File: src/hpesm_pkg.sv
package hpesm_pkg;

    typedef enum logic [2:0] {
        ST_DISC      = 3'd0,
        ST_WAIT_HOT  = 3'd1,
        ST_WAIT_WARM = 3'd2,
        ST_ENABLED   = 3'd3,
        ST_WAIT_LINK = 3'd4,
        ST_SUSPENDED = 3'd5,
        ST_WAIT_RES  = 3'd6
    } t_port_state;

    typedef enum logic [1:0] {
        CMD_NONE = 2'd0,
        CMD_POFF = 2'd1,
        CMD_HOT  = 2'd2,
        CMD_WARM = 2'd3
    } t_port_cmd;

    // change flag bit positions
    localparam int CF_CONN   = 0;
    localparam int CF_ENABLE = 1;
    localparam int CF_SUSP   = 2;
    localparam int CF_OVC    = 3;
    localparam int CF_RESET  = 4;
    localparam int CF_BH     = 5;
    localparam int CF_LINK   = 6;
    localparam int CF_CFGERR = 7;

    localparam logic [7:0] ACK_ALWAYS = 8'h19;  // overcurrent, reset, connection
    localparam logic [7:0] ACK_SS     = 8'he0;  // bh reset, link, config error
    localparam logic [7:0] ACK_HS     = 8'h06;  // enable, suspend

    localparam logic [3:0] LINK_U0       = 4'd0;
    localparam logic [3:0] LINK_U3       = 4'd3;
    localparam logic [3:0] LINK_INACTIVE = 4'd6;

    localparam int PORT_W = 4;

    typedef struct packed {
        logic [PORT_W-1:0] port;
        logic              in_range;
        logic              failed;
        logic              conn;
        logic              en_bit;
        logic [3:0]        link;
        logic [7:0]        chg;
    } t_event;

    typedef struct packed {
        logic              wr_en;
        logic              status_error;
        logic [7:0]        ack_mask;
        t_port_cmd         cmd;
        t_port_state       new_state;
        logic              start_enum;
    } t_result;

endpackage

File: src/hub_port_event_state_machine_unit.sv
// Hub port event state machine. One item in is a decoded port status event, one item out
// is its result: change bits to acknowledge, a port command, the port's new state and a
// start-enumeration flag. Per-port states live in a small synchronous RAM; an item reads
// its entry in the cycle it is accepted; the result is computed, then written back as it
// moves into the output register, with a bypass when the following item hits the entry
// just written. The block takes one item per cycle and stalls only while the output
// register is full and not taken. After reset every port reads as disconnected
// (per-entry valid bits, no clearing pass). The user must write the superspeed_hub
// register over the cfg channel only while no item is in flight; the block doesn't check.
module hub_port_event_state_machine_unit import hpesm_pkg::*; #(
    parameter int MAX_PORTS = 15
) (
    input  logic        i_clk,
    input  logic        i_rst_n,
    // cfg: superspeed_hub
    input  logic        i_cfg_valid,
    output logic        o_cfg_ready,
    input  logic        i_cfg_data,
    input  logic        s_axis_tvalid,
    output logic        s_axis_tready,
    // port_index[3:0], connected[4], enabled_bit[5], link_state[9:6], change_flags[17:10]
    input  logic [23:0] s_axis_tdata,
    // read_failed[0]
    input  logic        s_axis_tuser,
    output logic        m_axis_tvalid,
    input  logic        m_axis_tready,
    // port_echo[3:0], ack_mask[11:4], port_command[13:12], new_state[16:14],
    // start_enumeration[17]
    output logic [23:0] m_axis_tdata,
    // status_error[0]
    output logic        m_axis_tuser
);

    localparam int TOP_PORT = (MAX_PORTS < 15) ? MAX_PORTS : 15;
    localparam int DEPTH    = TOP_PORT + 1;
    localparam int AW       = $clog2(DEPTH);
    localparam int CMP_W    = 9;

    logic                r_ss;
    logic                r_s1_valid;
    t_event              r_s1_evt;
    logic                r_s1_fwd;
    t_port_state         r_s1_fwd_st;
    logic                r_s1_vbit;
    logic [DEPTH-1:0]    r_vbits;
    logic                r_o_valid;
    logic [PORT_W-1:0]   r_o_port;
    t_result             r_o_res;

    t_event              in_evt;
    logic                accept;
    logic                s1_adv;
    logic                wr_en;
    logic [AW-1:0]       rd_addr;
    logic [AW-1:0]       wr_addr;
    logic [2:0]          ram_q;
    t_port_state         cur_st;
    t_result             res;

    assign o_cfg_ready = 1'b1;

    always_ff @(posedge i_clk) begin
        if (!i_rst_n) begin
            r_ss <= 1'b0;
        end else if (i_cfg_valid) begin
            r_ss <= i_cfg_data;
        end
    end

    always_comb begin
        in_evt.port     = s_axis_tdata[3:0];
        in_evt.conn     = s_axis_tdata[4];
        in_evt.en_bit   = s_axis_tdata[5];
        in_evt.link     = s_axis_tdata[9:6];
        in_evt.chg      = s_axis_tdata[17:10];
        in_evt.failed   = s_axis_tuser;
        in_evt.in_range = (s_axis_tdata[3:0] != '0) &&
                          (CMP_W'(s_axis_tdata[3:0]) <= CMP_W'(MAX_PORTS));
    end

    assign s1_adv        = r_s1_valid && (!r_o_valid || m_axis_tready);
    assign s_axis_tready = !r_s1_valid || s1_adv;
    assign accept        = s_axis_tvalid && s_axis_tready;
    assign rd_addr       = s_axis_tdata[AW-1:0];
    assign wr_addr       = r_s1_evt.port[AW-1:0];
    assign wr_en         = s1_adv && res.wr_en;

    hpesm_ram #(
        .WIDTH (3),
        .DEPTH (DEPTH)
    ) u_state_ram (
        .i_clk   (i_clk),
        .i_we    (wr_en),
        .i_waddr (wr_addr),
        .i_wdata (res.new_state),
        .i_re    (accept),
        .i_raddr (rd_addr),
        .o_rdata (ram_q)
    );

    // entry written in the cycle this item was read is newer than what the RAM returns
    always_comb begin
        if (r_s1_fwd) begin
            cur_st = r_s1_fwd_st;
        end else if (r_s1_vbit) begin
            cur_st = t_port_state'(ram_q);
        end else begin
            cur_st = ST_DISC;
        end
    end

    hpesm_next u_next (
        .i_evt (r_s1_evt),
        .i_ss  (r_ss),
        .i_cur (cur_st),
        .o_res (res)
    );

    always_ff @(posedge i_clk) begin
        if (!i_rst_n) begin
            r_s1_valid <= 1'b0;
            r_o_valid  <= 1'b0;
            r_vbits    <= '0;
        end else begin
            if (accept) begin
                r_s1_valid <= 1'b1;
            end else if (s1_adv) begin
                r_s1_valid <= 1'b0;
            end
            if (s1_adv) begin
                r_o_valid <= 1'b1;
            end else if (m_axis_tready) begin
                r_o_valid <= 1'b0;
            end
            if (wr_en) begin
                r_vbits[wr_addr] <= 1'b1;
            end
        end
    end

    always_ff @(posedge i_clk) begin
        if (accept) begin
            r_s1_evt    <= in_evt;
            r_s1_fwd    <= wr_en && (wr_addr == rd_addr);
            r_s1_fwd_st <= res.new_state;
            r_s1_vbit   <= r_vbits[rd_addr];
        end
        if (s1_adv) begin
            r_o_port <= r_s1_evt.port;
            r_o_res  <= res;
        end
    end

    assign m_axis_tvalid = r_o_valid;
    assign m_axis_tuser  = r_o_res.status_error;
    assign m_axis_tdata  = {6'b0, r_o_res.start_enum, r_o_res.new_state, r_o_res.cmd,
                            r_o_res.ack_mask, r_o_port};

    a_stall_cause: assert property (@(posedge i_clk) disable iff (!i_rst_n)
        !s_axis_tready |-> (r_s1_valid && r_o_valid && !m_axis_tready))
        else $error("input stalled without a full pipeline");

    a_accept_loads: assert property (@(posedge i_clk) disable iff (!i_rst_n)
        accept |=> r_s1_valid)
        else $error("accepted item lost before compute stage");

    a_enum_enabled: assert property (@(posedge i_clk) disable iff (!i_rst_n)
        (m_axis_tvalid && m_axis_tdata[17]) |->
        (m_axis_tdata[16:14] == ST_ENABLED && !m_axis_tuser))
        else $error("enumeration start without enabled port");

    a_error_quiet: assert property (@(posedge i_clk) disable iff (!i_rst_n)
        (m_axis_tvalid && m_axis_tuser) |->
        (m_axis_tdata[11:4] == 8'h00 && m_axis_tdata[13:12] == CMD_NONE))
        else $error("failed status produced an ack or a command");

endmodule

File: src/hpesm_ram.sv
module hpesm_ram #(
    parameter int WIDTH = 3,
    parameter int DEPTH = 16,
    localparam int AW = (DEPTH > 1) ? $clog2(DEPTH) : 1
) (
    input  logic             i_clk,
    input  logic             i_we,
    input  logic [AW-1:0]    i_waddr,
    input  logic [WIDTH-1:0] i_wdata,
    input  logic             i_re,
    input  logic [AW-1:0]    i_raddr,
    output logic [WIDTH-1:0] o_rdata
);

    logic [WIDTH-1:0] r_mem [DEPTH];
    logic [WIDTH-1:0] r_rdata;

    always_ff @(posedge i_clk) begin
        if (i_we) begin
            r_mem[i_waddr] <= i_wdata;
        end
        if (i_re) begin
            r_rdata <= r_mem[i_raddr];
        end
    end

    assign o_rdata = r_rdata;

endmodule

File: src/hpesm_next.sv
module hpesm_next import hpesm_pkg::*; (
    input  t_event      i_evt,
    input  logic        i_ss,
    input  t_port_state i_cur,
    output t_result     o_res
);

    logic        up;
    t_port_state st;
    t_port_cmd   cmd;
    logic        start;
    logic [7:0]  ack;

    always_comb begin
        st    = i_cur;
        cmd   = CMD_NONE;
        start = 1'b0;
        ack   = (i_evt.chg & ACK_ALWAYS) | (i_evt.chg & (i_ss ? ACK_SS : ACK_HS));
        up    = i_ss ? (i_evt.link == LINK_U0) : i_evt.en_bit;

        if (i_evt.chg[CF_OVC]) begin
            cmd = CMD_POFF;
            st  = ST_DISC;
        end else if (i_evt.chg[CF_CONN] || (i_evt.conn && i_cur == ST_DISC)) begin
            if (!i_evt.conn) begin
                st = ST_DISC;
            end else if (i_ss && i_evt.link == LINK_INACTIVE) begin
                cmd = CMD_WARM;
                st  = ST_WAIT_WARM;
            end else begin
                cmd = CMD_HOT;
                st  = ST_WAIT_HOT;
            end
        end else if ((i_evt.chg[CF_RESET] || i_evt.chg[CF_BH]) &&
                     (i_cur == ST_WAIT_HOT || i_cur == ST_WAIT_WARM)) begin
            st    = up ? ST_ENABLED : ST_DISC;
            start = up;
        end else if (i_ss) begin
            if (i_evt.chg[CF_LINK]) begin
                if (i_cur == ST_WAIT_LINK) begin
                    st = (i_evt.link == LINK_U3) ? ST_SUSPENDED : ST_ENABLED;
                end else if (i_cur == ST_ENABLED && i_evt.link == LINK_INACTIVE) begin
                    cmd = CMD_WARM;
                    st  = ST_WAIT_WARM;
                end else if (i_cur == ST_SUSPENDED && i_evt.link == LINK_U0) begin
                    st = ST_ENABLED;
                end
            end
        end else begin
            // suspend wake goes first so a same-item enable change sees it
            if (i_evt.chg[CF_SUSP] && (i_cur == ST_WAIT_RES || i_cur == ST_SUSPENDED)) begin
                st = ST_ENABLED;
            end
            if (i_evt.chg[CF_ENABLE] && st == ST_ENABLED) begin
                cmd = CMD_HOT;
                st  = ST_WAIT_HOT;
            end
        end

        o_res.wr_en        = i_evt.in_range && !i_evt.failed;
        o_res.status_error = !o_res.wr_en;
        o_res.ack_mask     = o_res.wr_en ? ack : 8'h00;
        o_res.cmd          = o_res.wr_en ? cmd : CMD_NONE;
        o_res.start_enum   = o_res.wr_en && start;
        if (!i_evt.in_range) begin
            o_res.new_state = ST_DISC;
        end else if (i_evt.failed) begin
            o_res.new_state = i_cur;
        end else begin
            o_res.new_state = st;
        end
    end

endmodule
File: config.mk
export PLATFORM = sky130hd
export DESIGN_NAME = hub_port_event_state_machine_unit
export DESIGN_NICKNAME = d
export VERILOG_FILES = /design/src/hpesm_pkg.sv /design/src/hub_port_event_state_machine_unit.sv /design/src/hpesm_ram.sv /design/src/hpesm_next.sv
export SDC_FILE = /design/constraint.sdc
export NUM_CORES = 1
export LEC_CHECK = 0
export BUFFER_PORTS_ARGS = -buffer_cell sky130_fd_sc_hd__buf_2
export CORE_ASPECT_RATIO = 0.8
export CORE_MARGIN = 2
export CORE_UTILIZATION = 40
export DETAILED_ROUTE_END_ITERATION = 10
export SLEW_MARGIN = 20
export SYNTH_ARGS = -nofsm -noshare
export SYNTH_HDL_FRONTEND = slang
export SYNTH_SLANG_ARGS = --single-unit
export TNS_END_PERCENT = 20
File: constraint.sdc
create_clock -name i_clk -period 4.8 [get_ports i_clk]
set_input_delay 0.24 -clock i_clk [delete_from_list [all_inputs] [get_ports i_clk]]
set_output_delay 0.24 -clock i_clk [all_outputs]
set_load 0.02 [all_outputs]
* Yosys cells after proc, flatten, opt, wreduce, memory -nomap -nowiden
Memory sizes are Yosys's and may differ from the RTL's. A register that Yosys moved wholly into a read port is not among the register bits. Index checks and enable logic that the tools add are counted.
Storage, ports and cells: output and inout bits 28, memories 1, RAM bits 48, bits in registers 63, input bits 31
Memories:
- u_state_ram.r_mem | depth 16, bits a word 3, rd ports 1, clocked after memory_dff 1, write ports 1, line hpesm_ram.sv:15 | logic [WIDTH-1:0] r_mem [DEPTH];
Cells by class: $lt $le $gt $ge 3, equality and inequality tests 10, multiplexer cells 47, reduce and logical (&&, ||, !) cells 30, bitwise logic cells 4
Operators with widths (count):
- $mux 3 | 20
- $mux 2 | 10
- $or 16x16->16 | 1
- $logic_and 1x1->1 | 14
- $mux 1 | 14
- $lt 4x5->1 const B | 2
- $eq 3x2->1 const B | 3
- $eq 3x3->1 const B | 3
- $and 8x8->8 | 1
- $mux 8 | 1
- $or 5x8->8 | 1
- $logic_or 1x1->1 | 6
- $bmux 1 s4 | 1
- $demux 1 s4 | 1
- $eq 4x2->1 const B | 1
- $eq 4x3->1 const B | 1
- $eq 4x4->1 | 1
- $ge 4x1->1 const B | 1
- $logic_not 1->1 | 4
- $logic_not 4->1 | 1
- $reduce_bool 2->1 | 2
- $reduce_bool 4->1 | 1
- $eq 3x1->1 const B | 1
- $logic_not 3->1 | 1
- other kinds (2) | 2

* Depth between registers and ports, before layout
depth in word-level cells 19, depth in mapped cells 7, mapped depth without buffers 6

* Modules after synthesis
Synthesis repeated with hierarchy kept, for this count alone.
Unflattened totals: cell total of the unflattened synthesis 334, area total of the unflattened synthesis 4858.4 um^2
Modules (own cells, without submodules):
- hub_port_event_state_machine_unit | sequential area each 1701.6 um^2, cells an instance 155, instances 1, area each 2337.2 um^2
- hpesm_ram | sequential area each 1531.5 um^2, cells an instance 103, instances 1, area each 2042.0 um^2
- hpesm_next | sequential area each 0.0 um^2, cells an instance 76, instances 1, area each 479.2 um^2

* Worst setup path before layout
OpenSTA, ideal clock, no wires.
path kind reg-to-reg, start reg r_s1_fwd, end reg r_o_res (netlist bit m_axis_tdata[14]), data pin, arrival time 1.712 ns, path slack 2.768 ns, stages on the path, launching flop included 8, path buffers 1, setup time 0.320 ns, period minus slack after synthesis 2.032 ns, data required time 4.480 ns, path through edfxtp_1 buf_6 nand2b_4 o21a_1 a21oi_1 nor2b_1 a32o_1 or3_1
RTL lines:
- from (decl) | line hub_port_event_state_machine_unit.sv:42 | logic r_s1_fwd;
- from (signal assigned) | line hub_port_event_state_machine_unit.sv:144 | r_s1_fwd <= wr_en && (wr_addr == rd_addr);
- to (signal assigned) | line hub_port_event_state_machine_unit.sv:150 | r_o_res <= res;
- to (decl) | line hub_port_event_state_machine_unit.sv:48 | t_result r_o_res;

==> impl_metrics.py <==
metrics = {
    "run_status": {
        "run_status": "finished, final reports clean",
    },
    "routing": {
        "dr_total_vias": 2764,
        "ant_nets": 0,
        "drcViolationCount": 0,
        "drt_wl_total_mm": 9.15,
        "drt_iter0_markers": 287,
        "dr.pass1.iters": 5,
        "viasPerCell": 5.37,
        "avgRoutedWirePerCell_um": 17.8,
    },
    "finish": {
        "fin_area_um2": 5710,
        "utilization": 0.494,
        "syn2layout_area_growth_pct": 20.2,
        "fin_nets": 385,
        "n_antenna_cell": 0,
        "drive_gt1_frac": 0.267,
    },
    "worst_setup_path": {
        "slowest_delay_ns": 0.57,
        "crit_chain": "and2b_1 -> clkinv_1 -> nor2_1 -> nand2_1 -> nor3_1 -> or3_1",
        "critPathKind": "reg2reg",
        "cp-start-kind": "flop",
        "crit_fanout": 18,
        "path_delay_family": "simple AND/OR/NAND/NOR gates",
        "critPathSlowestCell": "or3_1",
        "worstPathArrival_ns": 2.70,
        "end_kind": "flop",
        "path_buf_inv": 1,
        "cp.required_ns": 4.92,
    },
    "synth": {
        "synth_fa_ha_area_frac": 0,
        "synth_top_family_by_area": "multiplexers",
        "ys_types": 54,
        "yosys-mux-area-fraction": 0.107,
        "synth_xor_area_frac": 0.0111,
        "syn_avg_cell_area_um2": 15.9,
        "synth_top_area_frac": 0.601,
        "synth_compound_area_frac": 0.0777,
        "synth_common_cells": "95 x edfxtp_1, 23 x nor2_1, 20 x o21a_1",
        "synthTopCellsByArea": "edfxtp_1 60%, dfxtp_1 8.0%, mux4_2 5.7%",
        "ys_seq_area_frac": 0.681,
        "synth_warnings": 0,
        "synth_flop_cell": "edfxtp_1",
        "synth_top_area_cell": "edfxtp_1",
        "netlist_area_um2": 4750,
        "synthSimpleGateAreaFrac": 0.0875,
        "ys_seq_elements": 114,
        "synth-edff-count": 95,
        "synthArstFlopShare": 0,
        "post-synth-top-count-cell": "edfxtp_1",
        "netlist_instances": 298,
    },
    "pwr": {
        "p_leak_nw": 2.05,
        "vdd_drop_max_uv": 328,
        "p_switching_uw": 565,
        "clock_power_share": 0.503,
        "p_per_area_nw_per_um2": 446,
        "intPower_mw": 1.98,
        "p_comb_frac": 0.055,
        "share_seq_of_total_power": 0.442,
        "switching_share": 0.222,
    },
    "clock_network": {
        "clockBufferDepth": 2,
        "clkLatencyLatePin_ns": 0.41,
        "cts_max_level": 4,
        "cts-root-buf": "clkbuf_16",
        "cts_resized": 0,
        "cts_tree": "yes",
        "cts-buffers-inserted": 17,
        "clock_sinks": 114,
        "clkTransAtPathRegs_ns": 0.05,
    },
    "floorplan": {
        "start_util": 0.411,
        "coreArea_um2": 11600,
        "die_area_um2": 12800,
        "rows": 35,
        "die_y_um": 101,
        "io_pins": 59,
        "dieWidth_um": 126,
    },
    "timing": {
        "maxSlewHeadroom": 0.359,
        "fmax_mhz": 387,
        "report.final.setup_viol": 0,
        "hold_violations": 0,
        "period_share": 0.538,
        "period_needed_ns": 2.58,
        "fin_skew_ns": 0.0149,
        "rsz0062_at_grt": "no",
        "finalMaxSlewViolations": 0,
        "worst_pin_slew_ns": 0.958,
        "tns_ns": 0,
    },
    "placed_design": {
        "post_dp_cell_area_um2": 5050,
        "io_buffers": 45,
        "dp_hpwl_mm": 6.20,
        "gp_congestion": 0.903,
    },
    "global_routing": {
        "grt_pass1_wl_mm": 14.9,
        "antenna_found_initial": 0,
        "grt_max_degree": 29,
        "gr-total-overflow": 0,
        "track_usage": 0.156,
        "first_global_vias": 2709,
    },
    "flow_run": {
        "cap_violations": 0,
    },
    "hold_path": {
        "min_path_type": "in2reg",
    },
}
==> metrics by stage <==
| step | instances | worst slack (ns) | total power, mW | hold slack (ns) |
|---|---|---|---|---|
| 4_1_cts | 514 | 2.21 | 2.56 | 0.000416 |
| 5_1_grt | 515 | 1.98 | 2.63 | 0.00254 |
| 6_report | 515 | 2.22 | 2.55 | 0.0148 |
| 2_1_floorplan | 303 | 2.77 | 1.24 | 0.339 |
| 3_5_place_dp | 478 | 2.22 | 1.28 | 0.418 |
| 3_3_place_gp | 478 | 2.27 | 1.28 | 0.417 |
==> placed cells by master, fill, tap and decap left out, types with 3 or more instances in the layout <==
cell type,count
clkbuf_16,17
mux4_1,8
xnor2_1,5
o21a_1,20
a21oi_1,5
dlygate4sd3_1,5
o211a_1,3
o21ai_0,4
inv_1,5
conb_1,7
nand2b_1,3
o21ai_1,3
nand2_1,13
nor2_1,23
nor2b_1,5
and2_1,4
buf_2,45
mux2i_1,3
bufinv_16,3
nand3_1,3
dfxtp_1,19
mux4_2,12
nor3_1,9
clkinvlp_4,3
clkinv_4,3
inv_6,4
edfxtp_1,95
==> timing repair <==
item                                   CTS  global route
hold buffers                             4             1
endpoints found under the hold margin    4             1
setup buffers                            0             0
==> kinds of logic after synthesis <==
| family | Yosys count |
|---|---|
| DFF | 114 |
| and+or+nand+nor | 79 |
| AOI/OAI and AO/OA | 49 |
| buffers and inverters | 25 |
| muxes | 23 |
| xor gates and xnor gates | 6 |
| other | 2 |
==> state kept, by name, summed over array words and instances, names as in the netlist, 3 cells and up <==
| register | count |
|---|---|
| wr_addr | 4 |
| m_axis_tdata | 14 |
| r_s1_fwd_st | 3 |
| u_state_ram.o_rdata | 3 |
| r_s1_evt | 16 |
| r_vbits | 16 |
| r_o_port | 4 |
| u_state_ram.r_mem | 48 |
==> final timing paths <==
kind              cells after the start                                end  slack (ns)                    start
setup / recovery                      6  u_state_ram.r_mem[9][0]$_DFFE_PP_        2.22   r_s1_evt[14]$_DFFE_PP_
hold / removal                        1              r_s1_evt[5]$_DFFE_PP_        0.01         s_axis_tdata[15]
setup reg to reg                      6  u_state_ram.r_mem[9][0]$_DFFE_PP_        2.22   r_s1_evt[14]$_DFFE_PP_
hold reg to reg                       1            r_vbits[4]$_SDFFE_PN0P_        0.46  r_vbits[4]$_SDFFE_PN0P_
==> power groups by stage <==
stage,logic (mW),registers (mW),clock network [mW]
finish,0.140,1.12,1.28
global route,0.154,1.13,1.35
CTS,0.140,1.12,1.30
detailed placement,0.138,1.14,0
global placement,0.136,1.14,0
floorplan,0.0953,1.15,0
==> final cells by class <==
type | count | area, µm²
Clock buffer | 18 | 429
Fill cell | 991 | 5850
Tap cell | 148 | 185
Clock inverter | 14 | 179
Timing Repair Buffer | 51 | 283
Multi-Input combinational cell | 164 | 1380
Sequential cell | 114 | 3230
Inverter | 6 | 22.5
==> layer usage <==
metal,vias up,global-route usage,routed length (µm)
met5,-,0,0
met4,0,0.0592,121
met3,14,0.0460,525
li1,1267,-,-
met2,92,0.246,4500
met1,1391,0.207,4010
(Power assumes the default switching activity.)
